$ cat src/rtl/row_range_sorted_query_unit_macros.svh
// Assertion macros for the row range sorted query unit.
// Depends on clk and arst_n being visible at the place of use.
`ifndef ROW_RANGE_SORTED_QUERY_UNIT_MACROS_SVH
`define ROW_RANGE_SORTED_QUERY_UNIT_MACROS_SVH

// same-cycle implication, quiet during reset
`define RRSQ_ASSERT_NOW(label, ante, cons, msg) \
	label: assert property (@(posedge clk) disable iff (!arst_n) (ante) |-> (cons)) \
		else $error(msg);

// next-cycle implication, quiet during reset
`define RRSQ_ASSERT_NEXT(label, ante, cons, msg) \
	label: assert property (@(posedge clk) disable iff (!arst_n) (ante) |=> (cons)) \
		else $error(msg);

`endif

$ cat src/rtl/rrsq_ram.sv
// Generic single-write, single-read RAM with registered read data.
// No dependencies.
module rrsq_ram #(
	parameter int WIDTH = 8,
	parameter int DEPTH = 16
) (
	input  logic                     clk,
	input  logic                     we,
	input  logic [$clog2(DEPTH)-1:0] waddr,
	input  logic [WIDTH-1:0]         wdata,
	input  logic                     re,
	input  logic [$clog2(DEPTH)-1:0] raddr,
	output logic [WIDTH-1:0]         rdata
);

	logic [WIDTH-1:0] mem_q [DEPTH];

	always_ff @(posedge clk) begin
		if (we) begin
			mem_q[waddr] <= wdata;
		end
		if (re) begin
			rdata <= mem_q[raddr];
		end
	end

endmodule

$ cat config.mk
export PLATFORM = sky130hd
export DESIGN_NAME = rrsq_ram
export DESIGN_NICKNAME = d
export VERILOG_FILES = /design/src/rtl/row_range_sorted_query_unit_macros.svh /design/src/rtl/rrsq_ram.sv
export SDC_FILE = /design/constraint.sdc
export NUM_CORES = 1
export LEC_CHECK = 0
export ABC_CLOCK_PERIOD_IN_PS = 4800
export BUFFER_PORTS_ARGS = -buffer_cell sky130_fd_sc_hd__buf_2
export CORE_UTILIZATION = 60
export DETAILED_ROUTE_END_ITERATION = 6
export PLACE_DENSITY = 0.78
export SLEW_MARGIN = 30
export SYNTH_ARGS = -nofsm -noshare
export SYNTH_HDL_FRONTEND = slang
export SYNTH_SLANG_ARGS = --single-unit
$ cat constraint.sdc
create_clock -name clk -period 4.8 [get_ports clk]
set_input_delay 0.24 -clock clk [delete_from_list [all_inputs] [get_ports clk]]
set_output_delay 0.24 -clock clk [all_outputs]
set_load 0.005 [all_outputs]
==> run summary, run 1 <==
outcome - finished clean
Setup WS post-layout - 3.276 ns
gr usage total - 25.37%
Slew Viols, Final - 0
vias per inst - 6.587
Clock Tree Root - clkbuf_8
largest family of logic cells by synthesized area - multiplexers
layout cells sized above 1 - 30.58%
WS Path Type - flop to flop
Final period util - 31.76%
Starting DRT DRC Count - 332
Antenna Nets Post-Route - 0
initial core utilization - 62.68%
Layout Area Growth over Synthesis - 16.42%
total nets after synthesis - 248
pwr/cell area - 467.7 nW/um2
H-tree depth - 4
crit path launch type - flop
Max VDD drop - 0.2916 mV
final hold vios - 0
wire length on met1 - 4074 um
top routing layer in use - met4
initial antenna violation count - 0
gpl congestion - 0.6992
drt first pass iters - 5
RSZ-0062 raised after global routing - false
CTS Sinks - 136
Avg WL per Cell - 26.63 um
register area share after synthesis - 78.12%
die area - 9090 um2
Worst slew margin - 32.55%
via count - 2523
I/O pin total - 27
postcts setup bufs - 0
fin nets - 284
Buf/Inv on CP - 0
Skew-Pair Late Insertion Delay - 0.51 ns
critical-path cell list - mux4_2 -> a22oi_1 -> nand2_1
deepest clock path buffer count - 2
Synth Area in Adders - 0%
leak pwr - 2.023 nW
Die X - 95.34 um
cell count after synthesis - 229
Worst path slowest cell - mux4_2
Yosys cell types - 18
core area - 8341 um2
Top delay family on crit path - multiplexers
clock-pin transition on the worst setup and hold timing paths - 0.06 ns
max_cap viols - 0
worst path arrival time - 1.77 ns
# rows - 33
total number of yosys warnings - 0
DR WL met3 - 715 um
crit-path max FO - 1
Syn Area/Cell - 22.83 um2
post_cts resized - 0
post-place setup slack - 2.780 ns
Die Span Y - 95.34 um
cts hold-fix bufs - 0
CTS tree - done
Setup Skew - 0.005832 ns
first-pass GRT wire length - 15080 um
post-synthesis mux area share - 14.79%
pin count of the biggest net entering global routing - 33
PortBufs - 26
WP data required - 5.05 ns
Tightest Pin Transition - 1.008 ns
post-layout minimum cycle time - 1.524 ns
Setup TNS - 0 ns
XOR/XNOR Fraction of Synth Area - 0%
number of synthesized register bits - 136
Max Clock Freq - 656.0 MHz
Netlist Area Pre-Place - 5228 um2
worst min path class - primary input to flop
Critical Path Max Stage Delay - 0.51 ns
gr ovfl total - 0
ANT cells - 0
Post-Layout Inst Area - 6086 um2
met2 wire length - 5171 um
simple logic cell fraction of the synthesized area - 3.135%
drc violations - 0
setup violators final - 0
total CTS buffers - 17
Setup crit end kind - flop
vias in the first global route - 2503
Area after DPL - 5433 um2
dpl hpwl - 5723 um
final wirelength - 10200 um
Compound-Gate Fraction of Synth Area - 2.298%
==> final timing paths <==
path / cells after the start / end / startpoint / slack, ns
min reg2reg: 3 / rdata[6] / mem_q[15][6] / 0.74
max reg2reg: 3 / rdata[0] / mem_q[11][0] / 3.28
min: 1 / rdata[3] / re / 0.09
max: 3 / rdata[0] / mem_q[11][0] / 3.28
==> metrics by stage <==
stage,hold WS [ns],total power (W),std cells,util (%)
2_1_floorplan,0.3389,0.001436,229,-
3_3_place_gp,0.6029,0.001478,351,64.99
6_report,0.08932,0.002846,383,72.97
4_1_cts,0.08678,0.002853,383,72.80
5_1_grt,0.08947,0.002915,383,72.97
3_5_place_dp,0.6198,0.001485,351,65.14
==> layout make-up <==
type / count / area (um2)
Fill cell: 464 / 2255
Tap cell: 105 / 131.4
Sequential cell: 136 / 4084
Timing Repair Buffer: 27 / 140.1
Clock inverter: 14 / 221.5
Clock buffer: 18 / 417.9
Multi-Input combinational cell: 83 / 1091
==> registers in the layout, indices dropped and copies added, names as in the netlist <==
register,cells
rdata,8
mem_q,128
==> power breakdown <==
| part | total, W | leakage [nW] | internal [W] | switching, W |
|---|---|---|---|---|
| Combinational | 0.000117 | 0.484 | 0.0000467 | 0.0000705 |
| Clock | 0.00138 | 0.302 | 0.000901 | 0.000482 |
| Sequential | 0.00135 | 1.24 | 0.00134 | 0.00000764 |
| Total | 0.00285 | 2.02 | 0.00229 | 0.000560 |
==> per-layer routing <==
layer	track usage, %	vias up
met5	0	-
met4	11.49	0
met3	5.742	22
met2	39.46	160
met1	34.79	1286
li1	-	1055
==> placed cells by master, fill, tap and decap left out, types with 5 or more instances in the layout <==
cell / instances
edfxtp_1: 136
a22oi_1: 16
mux4_2: 18
nor2_1: 8
bufinv_16: 5
buf_2: 25
clkbuf_16: 16
nand2_1: 9
nor2_2: 5
mux4_1: 14
==> Yosys cell counts <==
master | number | area [um2]
buf_2 | 3 | 15.01
nor2b_1 | 1 | 6.260
nand3b_1 | 2 | 15.01
clkdlybuf4s25_2 | 3 | 30.03
nand2_1 | 9 | 33.78
nor2_1 | 13 | 48.80
buf_6 | 3 | 33.78
nor3_1 | 4 | 20.02
mux4_2 | 18 | 405.4
mux4_1 | 14 | 367.9
and2_1 | 1 | 6.260
and2b_1 | 1 | 7.510
or3b_2 | 1 | 8.760
nand2b_1 | 2 | 12.51
edfxtp_1 | 136 | 4084
nand3_1 | 1 | 5.000
buf_4 | 1 | 7.510
a22oi_1 | 16 | 120.1
==> kinds of logic after synthesis <==
family / Yosys count
flip-flops: 136
AND/OR/NAND/NOR: 35
multiplexers: 32
AO/OA/AOI/OAI: 16
buffers and inverters: 10
Note: power is estimated with default switching activity, not from simulation.
==> run 2, diff against run 1 <==
--- a/config.mk
+++ b/config.mk
@@ -5,11 +5,12 @@
 export SDC_FILE = /design/constraint.sdc
 export NUM_CORES = 1
 export LEC_CHECK = 0
-export ABC_CLOCK_PERIOD_IN_PS = 4800
+export ABC_AREA = 1
+export ABC_CLOCK_PERIOD_IN_PS = 1400
 export BUFFER_PORTS_ARGS = -buffer_cell sky130_fd_sc_hd__buf_2
-export CORE_UTILIZATION = 60
+export CORE_UTILIZATION = 55
 export DETAILED_ROUTE_END_ITERATION = 6
-export PLACE_DENSITY = 0.78
+export PLACE_DENSITY = 0.75
 export SLEW_MARGIN = 30
 export SYNTH_ARGS = -nofsm -noshare
 export SYNTH_HDL_FRONTEND = slang
==> constraint.sdc (replaced) <==
create_clock -name clk -period 1.4 [get_ports clk]
set_input_delay 0.07 -clock clk [delete_from_list [all_inputs] [get_ports clk]]
set_output_delay 0.07 -clock clk [all_outputs]
set_load 0.005 [all_outputs]
==> run 2 against run 1 <==
  * Non-clock buffer count up 30
  * Hold slack worse by 0.019 ns
  * First-iteration DRC count down 15%
  * Design area up 12%
  * Clock power rose to 3.1 times the previous value
  * Routed wire length up 24%
  * Final cell count up 96%
  * Count of clock-buffer cells in the layout up 2
  * Combinational power rose to 4.9 times the previous value
  * Setup slack worse by 3.1 ns
  * Via count up 55%
  * Maximum frequency up 26%
==> run summary, run 2 <==
outcome - finished clean
Worst slew margin - 56.33% (+24 points)
dpl hpwl - 7589 um (+33%)
FF-to-FF Start - mem_q[4][2]
Netlist Area Pre-Place - 5847 um2 (+12%)
top cell type by total area after synthesis - edfxtp_1
Worst path slowest cell - edfxtp_1
pin count of the biggest net entering global routing - 65 (+97%)
most common library cell in the layout ignoring fill and taps - nand2_1
die area - 11050 um2 (+22%)
PortBufs - 26 (unchanged)
post-layout minimum cycle time - 1.207 ns (-0.3174 ns)
Hold Crit Start - raddr[2]
vias in the first global route - 3839 (+53%)
Synth top area share - 69.85% (-8.3 points)
critical-path cell list - inv_1 -> nand2_1 -> nand3_1 -> nand3_1 -> nand3_1 -> nand2_1
hold_ws - 0.07012 ns (-0.01921 ns)
worst min path class - primary input to flop
Max Clock Freq - 828.5 MHz (+26%)
gpl congestion - 0.8966 (+28%)
ANT cells - 0 (unchanged)
Setup Skew - 0.007961 ns (+0.002129 ns)
max reg flops - 128 (unchanged)
Regs by FF count - mem_q: 128 flops, rdata: 8 flops
worst reg2reg endpoint - rdata[2]
Tightest Pin Transition - 0.6542 ns (-0.3539 ns)
Clock Tree Root - clkbuf_8
# rows - 37 (+12%)
H-tree depth - 4 (unchanged)
final wirelength - 12610 um (+24%)
Layout Area Growth over Synthesis - 16.86%
initial core utilization - 56.64% (-6.0 points)
register area share after synthesis - 69.85% (-8.3 points)
highest-count cells in the layout ignoring fill and taps - nand2_1, edfxtp_1, inv_1
Final period util - 86.22% (+54 points)
Die Span Y - 105.1 um (+10%)
Max VDD drop - 0.9169 mV (+210%)
Slew Viols, Final - 0 (unchanged)
Starting DRT DRC Count - 282 (-15%)
Setup crit end kind - flop
setup violators final - 0 (unchanged)
leak pwr - 2.971 nW (+47%)
total number of yosys warnings - 0 (unchanged)
total nets after synthesis - 570 (+130%)
number of synthesized register bits - 136 (unchanged)
WS Path Type - flop to flop
pwr/cell area - 1377 nW/um2 (+190%)
Setup WS post-layout - 0.1930 ns (-3.083 ns)
Skew-Pair Late Insertion Delay - 0.52 ns (about the same)
clock-pin transition on the worst setup and hold timing paths - 0.06 ns (about the same)
initial antenna violation count - 0 (unchanged)
RSZ-0062 raised after global routing - false
largest reg by FF count - mem_q
FFs w/ async S/R, synth - 0% (unchanged)
via count - 3907 (+55%)
FF-to-FF path depth - 6 (+3)
post-place setup slack - 0.03865 ns (-2.741 ns)
Post-synth top cells - nand2_1, edfxtp_1, inv_1, nand3_1, nor2_1
worst hold path depth - 4 (+3)
ys flop type - edfxtp_1
I/O pin total - 27 (unchanged)
Yosys cell types - 11 (-7)
hold endpoint - rdata[2]
fin nets - 622 (+120%)
first-pass GRT wire length - 19950 um (+32%)
Avg WL per Cell - 16.80 um (-37%)
Die X - 105.1 um (+10%)
EDFF count, synth - 136 (unchanged)
gr ovfl total - 0 (unchanged)
CP dominant cell by count - nand3_1
vias per inst - 5.202 (-21%)
count leader, synth - nand2_1
total CTS buffers - 17 (unchanged)
core area - 10320 um2 (+24%)
Syn Area/Cell - 10.61 um2 (-54%)
Reg2Reg Setup Slack - 0.19 ns (-3.08 ns)
deepest clock path buffer count - 2 (unchanged)
crit-path max FO - 1 (unchanged)
total power - 0.009410 W (+230%)
Synth area leaders - edfxtp_1, nand2_1, nand3_1
drt first pass iters - 5 (unchanged)
WP data required - 1.67 ns (-3.38 ns)
worst path arrival time - 1.48 ns (-0.29 ns)
drc violations - 0 (unchanged)
CTS tree - done
Setup TNS - 0 ns (unchanged)
final hold vios - 0 (unchanged)
Critical Path Max Stage Delay - 0.36 ns (-0.15 ns)
gr usage total - 25.17% (-0.20 points)
max_cap viols - 0 (unchanged)
post_cts resized - 0 (unchanged)
Antenna Nets Post-Route - 0 (unchanged)
CTS Sinks - 136 (unchanged)
layout cells sized above 1 - 12.36% (-18 points)
cell count after synthesis - 551 (+140%)
crit path launch type - flop
-- run 2: worst max-delay path by stage --
stage,startpoint,end,cells past startpoint
global placement,raddr[1],rdata[7],6
detailed placement,raddr[1],rdata[7],6
finish,mem_q[4][2],rdata[2],6
CTS,mem_q[5][7],rdata[7],6
floorplan,waddr[2],mem_q[10][0],2
global route,mem_q[4][6],rdata[6],6
-- run 2: where the power goes --
group / internal, W / leakage [nW] / switching (W)
Sequential: 0.00459 / 1.24 / 0.0000250
Clock: 0.00267 / 0.275 / 0.00155
Combinational: 0.000184 / 1.46 / 0.000390
-- run 2: logic make-up (layout without fill, tap and decap cells) --
logic type | after synthesis | count (layout) | share of synthesized area, %
buf+inv | 126 | 190 | 9.394
simple gates | 289 | 289 | 20.76
flops | 136 | 136 | 69.85
-- run 2: layout make-up --
type                       count  area, um2
clock inverter                11      131.4
multi-input combinational    289       1214
clock buffer                  20      425.4
fill                         777       3491
sequential                   136       4084
timing repair buffer          57      425.4
tap                          136      170.2
inverter                     102      382.9
-- run 2: critical path: cells and delay by family (launching register included) --
kind | cells | cell delay [ns]
simple gates | 5 | 0.55
flops | 1 | 0.36
buf+inv | 1 | 0.07
-- run 2: metrics by stage --
step                      util, %  instances  instance area [um2]
final                       66.19        751                 6833
after global routing        66.19        751                 6833
after CTS                   66.19        751                 6833
after detailed placement    59.82        710                 6176
after global placement      59.82        710                 6176
after floorplan                 -        551                 5847
-- run 2: layer usage --
layer | global-route usage, % | wire length [um]
met5 | 0 | 0
met4 | 11.47 | 360
met3 | 7.299 | 891
met2 | 40.26 | 6295
met1 | 31.90 | 5066
-- run 2: what timing repair did --
| item | 4_1_cts | 5_1_grt |
|---|---|---|
| buffers inserted | 0 | 0 |
| hold buffers | 10 | 0 |
| hold endpoints to repair | 141 | 0 |
